[config.mk]
export PLATFORM = sky130hd
export DESIGN_NAME = lsdrs_ctrl
export DESIGN_NICKNAME = d
export VERILOG_FILES = /design/src/lsdrs_pkg.sv /design/src/lsdrs_ctrl.sv
export SDC_FILE = /design/constraint.sdc
export NUM_CORES = 1
export LEC_CHECK = 0
export ABC_AREA = 1
export BUFFER_PORTS_ARGS = -buffer_cell sky130_fd_sc_hd__buf_4
export CAP_MARGIN = 5
export CORE_AREA = 2 2 39 41
export CTS_BUF_LIST = sky130_fd_sc_hd__clkbuf_4 sky130_fd_sc_hd__clkbuf_8 sky130_fd_sc_hd__clkbuf_16
export CTS_CLUSTER_SIZE = 24
export DETAILED_ROUTE_END_ITERATION = 7
export DIE_AREA = 0 0 41 43
export GPL_TIMING_DRIVEN = 0
export PLACE_DENSITY = 0.71
export SETUP_SLACK_MARGIN = 0.5
export SLEW_MARGIN = 20
export SYNTH_ARGS = -nofsm -noshare
export SYNTH_HDL_FRONTEND = slang
export SYNTH_SLANG_ARGS = --single-unit
[constraint.sdc]
create_clock -name clock -period 1.6 [get_ports clock]
set_clock_uncertainty 0.1 [all_clocks]
set_input_delay 0.16 -clock clock [delete_from_list [all_inputs] [get_ports clock]]
set_output_delay 0.16 -clock clock [all_outputs]
set_load 0.005 [all_outputs]
[src/lsdrs_pkg.sv]
// shared types and constants for the radix sort block
package lsdrs_pkg;

   // width of a key and of a per-key quotient
   localparam int KEY_W = 64;
   localparam int CSR_IDX_W = 2;

   // register indexes of the configuration port
   localparam logic [CSR_IDX_W-1:0] CSR_ITEM_COUNT = 2'd0;
   localparam logic [CSR_IDX_W-1:0] CSR_MAX_KEY    = 2'd1;

   // request modes
   localparam logic MODE_LOAD = 1'b0;
   localparam logic MODE_READ = 1'b1;

   typedef enum logic [4:0] {
      ST_IDLE, ST_RD_WAIT, ST_START, ST_FIN, ST_CLR,
      ST_CNT_RD, ST_CNT_LD, ST_CNT_DIV, ST_CNT_CRD, ST_CNT_WR,
      ST_PFX_RD, ST_PFX_WR, ST_SCT_RD, ST_SCT_LD, ST_SCT_WR,
      ST_CPY_RD, ST_CPY_WR, ST_MQ_ST, ST_MQ_DIV
   } state_type;

   typedef enum logic [4:0] {
      OP_IDLE, OP_RESP, OP_START, OP_FIN, OP_CLR,
      OP_CNT_RD, OP_CNT_LD, OP_CNT_WAIT, OP_CNT_CRD, OP_CNT_WR,
      OP_PFX_RD, OP_PFX_WR, OP_SCT_RD, OP_SCT_LD, OP_SCT_WR,
      OP_CPY_RD, OP_CPY_WR, OP_MQ_ST, OP_MQ_WAIT
   } op_type;

   typedef struct packed {
      op_type op;
   } cmd_type;

   typedef struct packed {
      logic acc_read;
      logic acc_fill;
      logic n_one;
      logic mq_zero;
      logic ix_last;
      logic ix_zero;
      logic div_done;
   } status_type;

endpackage

[src/lsdrs_ctrl.sv]
// sequencer for load, read and the digit passes of the sort
module lsdrs_ctrl (
   input  logic                   clock,
   input  logic                   reset,
   input  lsdrs_pkg::status_type  status,
   output lsdrs_pkg::cmd_type     cmd
);
   import lsdrs_pkg::*;

   state_type state_ff, state_in;

   // next state
   always_comb begin
      state_in = state_ff;
      case (state_ff)
         ST_IDLE: begin
            if (status.acc_read) state_in = ST_RD_WAIT;
            else if (status.acc_fill) state_in = ST_START;
         end
         ST_RD_WAIT: state_in = ST_IDLE;
         ST_START: begin
            if (status.n_one || status.mq_zero) state_in = ST_FIN;
            else state_in = ST_CLR;
         end
         ST_FIN:     state_in = ST_IDLE;
         ST_CLR: begin
            if (status.ix_last) state_in = ST_CNT_RD;
         end
         ST_CNT_RD:  state_in = ST_CNT_LD;
         ST_CNT_LD:  state_in = ST_CNT_DIV;
         ST_CNT_DIV: begin
            if (status.div_done) state_in = ST_CNT_CRD;
         end
         ST_CNT_CRD: state_in = ST_CNT_WR;
         ST_CNT_WR: begin
            if (status.ix_last) state_in = ST_PFX_RD;
            else state_in = ST_CNT_RD;
         end
         ST_PFX_RD:  state_in = ST_PFX_WR;
         ST_PFX_WR: begin
            if (status.ix_last) state_in = ST_SCT_RD;
            else state_in = ST_PFX_RD;
         end
         ST_SCT_RD:  state_in = ST_SCT_LD;
         ST_SCT_LD:  state_in = ST_SCT_WR;
         ST_SCT_WR: begin
            if (status.ix_zero) state_in = ST_CPY_RD;
            else state_in = ST_SCT_RD;
         end
         ST_CPY_RD:  state_in = ST_CPY_WR;
         ST_CPY_WR: begin
            if (status.ix_last) state_in = ST_MQ_ST;
            else state_in = ST_CPY_RD;
         end
         ST_MQ_ST:   state_in = ST_MQ_DIV;
         ST_MQ_DIV: begin
            if (status.div_done) state_in = ST_START;
         end
         default:    state_in = ST_IDLE;
      endcase
   end

   // command to the datapath
   always_comb begin
      case (state_ff)
         ST_IDLE:    cmd.op = OP_IDLE;
         ST_RD_WAIT: cmd.op = OP_RESP;
         ST_START:   cmd.op = OP_START;
         ST_FIN:     cmd.op = OP_FIN;
         ST_CLR:     cmd.op = OP_CLR;
         ST_CNT_RD:  cmd.op = OP_CNT_RD;
         ST_CNT_LD:  cmd.op = OP_CNT_LD;
         ST_CNT_DIV: cmd.op = OP_CNT_WAIT;
         ST_CNT_CRD: cmd.op = OP_CNT_CRD;
         ST_CNT_WR:  cmd.op = OP_CNT_WR;
         ST_PFX_RD:  cmd.op = OP_PFX_RD;
         ST_PFX_WR:  cmd.op = OP_PFX_WR;
         ST_SCT_RD:  cmd.op = OP_SCT_RD;
         ST_SCT_LD:  cmd.op = OP_SCT_LD;
         ST_SCT_WR:  cmd.op = OP_SCT_WR;
         ST_CPY_RD:  cmd.op = OP_CPY_RD;
         ST_CPY_WR:  cmd.op = OP_CPY_WR;
         ST_MQ_ST:   cmd.op = OP_MQ_ST;
         ST_MQ_DIV:  cmd.op = OP_MQ_WAIT;
         default:    cmd.op = OP_IDLE;
      endcase
   end

   always_ff @(posedge clock) begin
      if (reset) begin
         state_ff <= ST_IDLE;
      end else begin
         state_ff <= state_in;
      end
   end

endmodule

==> qor.log, run 1 <==
qor: outcome.result_of_the_run finished clean
qor: final_layout.n_diodes 0
qor: pwr.power 0.000820 W
qor: final_layout.mostFrequentLayoutCell sky130_fd_sc_hd__nand2_1
qor: final_layout.synthToLayoutAreaGrowth 40.5%
qor: floorplan.die-width 41 um
qor: floorplan.core-area 1380 um2
qor: clock_tree.cts.sink_count 10
qor: detailed_routing.drt.antenna.violating_nets 0
qor: detailed_routing.routed-via-count 743
qor: clock_tree.cts_max_level 1
qor: sta.setup_viol 0
qor: yosys.post_synth_mux_area_share 0
qor: setup_path.cp_slowest_stage_delay 410 ps
qor: global_routing.grt_overflow_total 0
qor: placement.hpwl 1240 um
qor: yosys.adder_cell_area_share_of_the_yosys_netlist 0
qor: placement.place.detailed.instances 137
qor: floorplan.design.die.area 1760 um2
qor: setup_path.critPathMaxFanout 6
qor: yosys.ys.warnings.count 0
qor: yosys.ys_top_cells_by_area sky130_fd_sc_hd__dfxtp_1, sky130_fd_sc_hd__nand2_1, sky130_fd_sc_hd__nor2_1
qor: clock_tree.clkLatencyLatePin 250 ps
qor: sta.worst_slew_margin_rel 0.787
qor: pwr.total_leakage_power 0.484 nW
qor: floorplan.placementRows 14
qor: final_layout.finalCoreUtilization 0.665
qor: final_layout.drive_above_1_share 0.415
qor: setup_path.timing.critical_path.cells nand2_4 > nor2_4 > nand2_2 > a21oi_2 > nor2_4 > inv_2 > nand2_2 > nand2_2 > nor2_1
qor: sta.final_hold_viol_count 0
qor: yosys.area_of_the_mapped_netlist 656 um2
qor: clock_tree.clock_slew_at_the_register_clock_pins_of_the_worst_setup_and_hold_paths 60 ps
qor: yosys.synth-xor-area-share 0
qor: final_layout.post_layout_nonfiller_instances 146
qor: yosys.ys_seq_elements 10
qor: floorplan.floorplan.io_pins 14
qor: yosys.cells_after_synthesis 109
qor: pwr.power_density 890 nW/um2
qor: placement.port_buffers 12
qor: detailed_routing.detail_route.first_pass.iterations 4
qor: final_layout.layout_common_cells sky130_fd_sc_hd__nand2_1, sky130_fd_sc_hd__buf_4, sky130_fd_sc_hd__nor2_1
qor: clock_tree.cts_root_buffer sky130_fd_sc_hd__clkbuf_4
qor: setup_path.cp.required 1640 ps
qor: run.timing.max_cap.violations 0
qor: setup_path.worstSetupStartpointType register
qor: placement.gp_congestion 0.815
qor: sta.min_period 1430 ps
qor: yosys.synth_top_area_frac 0.305
qor: detailed_routing.avgRoutedWirePerCell 10.9 um
qor: setup_path.crit_top_cell sky130_fd_sc_hd__nand2_2
qor: setup_path.cp_num_buf_inv 1
qor: floorplan.die_height 43 um
qor: global_routing.antenna_violations_before_repair 0
qor: final_layout.nNetsFinal 140
qor: clock_tree.tritoncts done
qor: yosys.syn_nets 118
qor: yosys.largest_family_of_logic_cells_by_synthesized_area simple AND/OR/NAND/NOR gates
qor: global_routing.global_routing_usage_summed_across_all_routing_layers 0.212
qor: detailed_routing.detail_route.iter0.violations 19
qor: sta.fin_setup_tns 0 ps
qor: yosys.synth-compound-area-share 0.101
qor: global_routing.grt_first_pass_wirelength 2590 um
qor: yosys.seq_area_frac_synth 0.305
qor: detailed_routing.remaining_drc_errors 0
qor: pwr.ir_drop 0.000610 V
qor: sta.period_share 0.895
qor: global_routing.via_count_of_the_first_global_routing_pass 630
qor: global_routing.grt_start_max_net_pins 10
qor: clock_tree.cts_buffer_depth 2
qor: sta.tightestPinTransition 319 ps
qor: detailed_routing.detailed_route_wl 1600 um
qor: sta.fmax 699 MHz
qor: worst_hold_path.hold_path.class in2reg
qor: setup_path.setup.worst_path.end_class register
qor: floorplan.floorplan.initialDensity 0.474
qor: setup_path.crit_arrival 1470 ps
qor: sta.rsz0062_at_grt true
qor: yosys.yosysUniqueCellTypes 17
qor: setup_path.crit_path_leading_delay_family simple AND/OR/NAND/NOR gates
qor: setup_path.cp_max_stage_cell sky130_fd_sc_hd__dfxtp_4
qor: yosys.synthesized_area_per_cell 6.01 um2
qor: setup_path.criticalPathCategory reg2reg
qor: yosys.cell_accounting_for_the_most_synthesized_area sky130_fd_sc_hd__dfxtp_1
qor: clock_tree.cts_made_buffers 3
qor: detailed_routing.via_cell_ratio 5.09
qor: yosys.synth-simple-area-share 0.479
qor: sta.final-max-slew-violation-count 0
cell usage after synthesis, drive strengths merged:
| library cell | n |
|---|---|
| dfxtp | 10 |
| nor2 | 24 |
| nand2 | 26 |
| buf | 1 |
| o21ai | 4 |
| nand3 | 14 |
| a21oi | 4 |
| inv | 19 |
| nor3 | 3 |
| and2 | 1 |
| o211ai | 3 |
path summary, 6_finish.rpt:
path	to	slack [ps]	cells after the start	from
worst min-delay path	state_ff[0]	130	2	reset
worst min register to register	state_ff[2]	440	2	state_ff[2]
worst max-delay path	cmd[0]	170	9	state_ff[1]
worst max register to register	cmd[0]	170	9	state_ff[1]
routing by layer:
metal  part of all wire  GRT usage  vias to the layer above
met2               0.54      0.347                       17
met4                  0     0.0400                        0
met5                  0          0                        -
met1               0.42      0.285                      343
met3              0.039     0.0314                        0
li1                   -          -                      383
final cells by class:
class | instances | area (um2)
Inverter | 19 | 73.8
Fill cell | 133 | 463
Timing Repair Buffer | 17 | 128
Multi-Input combinational cell | 79 | 453
Clock inverter | 1 | 3.75
Sequential cell | 10 | 216
Tap cell | 16 | 20.0
Clock buffer | 3 | 22.5
Buffer | 1 | 3.75
repair_timing:
| action | CTS | global route |
|---|---|---|
| gates resized for setup | 12 | 6 |
| endpoints found under the setup margin | 10 | 10 |
| pin swaps | 2 | 11 |
| hold buffers | 0 | 0 |
| buffers inserted | 0 | 5 |
registers in the layout (all words and copies together), names as in the netlist:
register,flops
cmd,5
state_ff,5
cell families after synthesis:
group                  count (synthesis)
AOI/OAI and AO/OA                     11
buffers and inverters                 20
and+or+nand+nor                       68
DFF                                   10
stage by stage:
stage	area, um2	hold WS (ps)	setup slack, ps
detailed placement	802	397	181
CTS	863	124	189
finish	921	128	169
floorplan	692	274	327
global route	921	172	82.4
global placement	802	387	177
power breakdown:
group | total [W] | internal [W] | leakage, nW | switching (W)
Clock | 0.000162 | 0.0000894 | 0.0154 | 0.0000729
Combinational | 0.000336 | 0.000146 | 0.384 | 0.000189
Sequential | 0.000322 | 0.000280 | 0.0849 | 0.0000420
Total | 0.000820 | 0.000516 | 0.484 | 0.000304
(Power assumes the default switching activity.)
==> inputs of run 2 (changes only) <==
--- a/config.mk
+++ b/config.mk
@@ -14,7 +14,7 @@
 export DETAILED_ROUTE_END_ITERATION = 7
 export DIE_AREA = 0 0 41 43
 export GPL_TIMING_DRIVEN = 0
-export PLACE_DENSITY = 0.71
+export PLACE_DENSITY = 0.74
 export SETUP_SLACK_MARGIN = 0.5
 export SLEW_MARGIN = 20
 export SYNTH_ARGS = -nofsm -noshare
==> run 2 against run 1 <==
  * Combinational power is 23% higher
  * Die area stayed put
  * Non-clock buffer count is 1 higher
  * Clock-buffer cell count is 1 higher
  * Via count is 3.5% higher
  * Utilization is 7.8 points higher
  * Critical path depth is 1 lower
  * Design area is 12% higher
==> qor.log, run 2 (synthesized netlist as in run 1, its figures left out) <==
qor: outcome.result_of_the_run finished clean
qor: setup_path.worstSetupStartpointType register
qor: final_layout.n_diodes 0
qor: floorplan.floorplan.io_pins 14
qor: pwr.power_share_of_the_sequential_group 0.340
qor: detailed_routing.detail_route.first_pass.iterations 4
qor: final_layout.fillCellCount 110
qor: floorplan.placementRows 14
qor: clock_tree.cts_buffer_depth 2
qor: floorplan.die-width 41 um
qor: detailed_routing.via_cell_ratio 5.23
qor: clock_tree.clock_slew_at_the_register_clock_pins_of_the_worst_setup_and_hold_paths 60 ps
qor: floorplan.die_height 43 um
qor: sta.holdWs 144 ps
qor: final_layout.finalCoreUtilization 0.743
qor: pwr.swShare 0.375
qor: pwr.power.combinational.fraction 0.434
qor: sta.rsz0062_at_grt true
qor: final_layout.drive_above_1_share 0.504
qor: clock_tree.cts_root_buffer sky130_fd_sc_hd__clkbuf_4
qor: sta.tightestPinTransition 346 ps
qor: setup_path.crit_arrival 1540 ps
qor: sta.final_hold_viol_count 0
qor: sta.final-max-slew-violation-count 0
qor: floorplan.floorplan.initialDensity 0.474
qor: final_layout.total_area_of_sequential_cells 216 um2
qor: final_layout.synthToLayoutAreaGrowth 56.9%
qor: sta.worst_slew_margin_rel 0.770
qor: pwr.ir_drop 0.000638 V
qor: detailed_routing.routed-via-count 769
qor: clock_tree.hold_bufs_at_cts 0
qor: floorplan.core-area 1380 um2
qor: run.timing.max_cap.violations 0
qor: detailed_routing.detailed_route_wl 1950 um
qor: pwr.clkPwrFrac 0.226
qor: clock_tree.cts_made_buffers 3
qor: setup_path.setup.worst_path.end_class register
qor: global_routing.grt_first_pass_wirelength 2880 um
qor: pwr.internal-power 0.000597 W
qor: global_routing.grt_start_max_net_pins 10
qor: worst_hold_path.hold_path.class in2reg
qor: setup_path.critPathMaxFanout 5
qor: pwr.total_switching_power 0.000358 W
qor: final_layout.nNetsFinal 141
qor: detailed_routing.avgRoutedWirePerCell 13.3 um
qor: clock_tree.cts.sink_count 10
qor: sta.setup_viol 0
qor: sta.min_period 1510 ps
qor: final_layout.layout_common_cells sky130_fd_sc_hd__nand2_1, sky130_fd_sc_hd__buf_4, sky130_fd_sc_hd__nor2_1, sky130_fd_sc_hd__inv_1, sky130_fd_sc_hd__nor2_4
qor: setup_path.cp.required 1630 ps
qor: floorplan.design.die.area 1760 um2
qor: detailed_routing.detail_route.iter0.violations 20
qor: clock_tree.cts_max_level 1
qor: final_layout.post_layout_nonfiller_instances 147
qor: global_routing.via_count_of_the_first_global_routing_pass 749
qor: clock_tree.tritoncts done
qor: pwr.total_leakage_power 0.515 nW
qor: detailed_routing.remaining_drc_errors 0
qor: placement.gp_congestion 0.888
qor: placement.port_buffers 12
qor: detailed_routing.drt.antenna.violating_nets 0
qor: global_routing.antenna_violations_before_repair 0
qor: global_routing.global_routing_usage_summed_across_all_routing_layers 0.234
qor: sta.fmax 663 MHz
qor: placement.place.detailed.instances 137
qor: clock_tree.clkLatencyLatePin 250 ps
qor: final_layout.multi_input_area 522 um2
qor: global_routing.grt_overflow_total 0
qor: setup_path.criticalPathCategory reg2reg
qor: sta.fin_setup_tns 0 ps
qor: placement.hpwl 1190 um
qor: sta.period_share 0.943
qor: pwr.power_density 928 nW/um2
[run 2: cell count changes in the layout (fill, tap and decap cells not counted), moves of 2 or more]
cell and change:
sky130_fd_sc_hd__nand2_2 +2, sky130_fd_sc_hd__nand3_1 -5, sky130_fd_sc_hd__o21ai_1 +2, sky130_fd_sc_hd__nand2_1 -2, sky130_fd_sc_hd__nor2_4 +2, sky130_fd_sc_hd__nand3_2 +4
sky130_fd_sc_hd__o21ai_0 -2, sky130_fd_sc_hd__nor2_1 -3
[run 2: worst max-delay path, stage by stage (launching register included)]
cell and delay (ps):
sky130_fd_sc_hd__dfxtp_4 390, sky130_fd_sc_hd__buf_4 130, sky130_fd_sc_hd__nand2_2 60, sky130_fd_sc_hd__inv_1 120
sky130_fd_sc_hd__o21ai_0 120, sky130_fd_sc_hd__a21oi_1 190, sky130_fd_sc_hd__nand3_2 130, sky130_fd_sc_hd__nand2_2 100
sky130_fd_sc_hd__nor2_1 40
[run 2: metal layers]
layer / global-route usage / up-vias / part of all wire
met3: 0.0314 / 4 / 0.046
met2: 0.388 / 23 / 0.54
met5: 0 / - / 0
met1: 0.266 / 356 / 0.40
met4: 0.133 / 0 / 0.016
li1: - / 386 / -
[run 2: area by class of cell]
cell class,instances,area share
Multi-Input combinational cell,79,0.507
Sequential cell,10,0.210
Timing Repair Buffer,18,0.147
Inverter,19,0.0766
Clock buffer,4,0.0353
Tap cell,16,0.0195
Buffer,1,0.00365
[run 2: timing repair]
action / CTS / global route
pin swaps: 9 / 18
gates resized for setup: 16 / 22
setup endpoints to repair: 10 / 10
buffers inserted: 5 / 1
[run 2: power by group through the flow]
stage / logic (W) / clock network, W / registers (W)
floorplan: 0.000180 / 0 / 0.000319
global placement: 0.000249 / 0 / 0.000321
detailed placement: 0.000253 / 0 / 0.000321
CTS: 0.000327 / 0.000222 / 0.000317
global route: 0.000447 / 0.000233 / 0.000329
finish: 0.000414 / 0.000216 / 0.000324
[run 2: per-stage QoR]
step	worst slack [ps]	instance area [um2]	total power, W
2_1_floorplan	327	692	0.000499
3_3_place_gp	190	802	0.000570
3_5_place_dp	190	802	0.000574
4_1_cts	208	938	0.000866
5_1_grt	80.1	1030	0.00101
6_report	92.0	1030	0.000955
[run 2: path summary, 6_finish.rpt]
check	start	to	slack, ps	depth (start not counted)
max reg2reg	state_ff[2]	state_ff[0]	90	8
min reg2reg	state_ff[2]	state_ff[2]	560	3
max	state_ff[2]	state_ff[0]	90	8
min	reset	cmd[3]	140	2
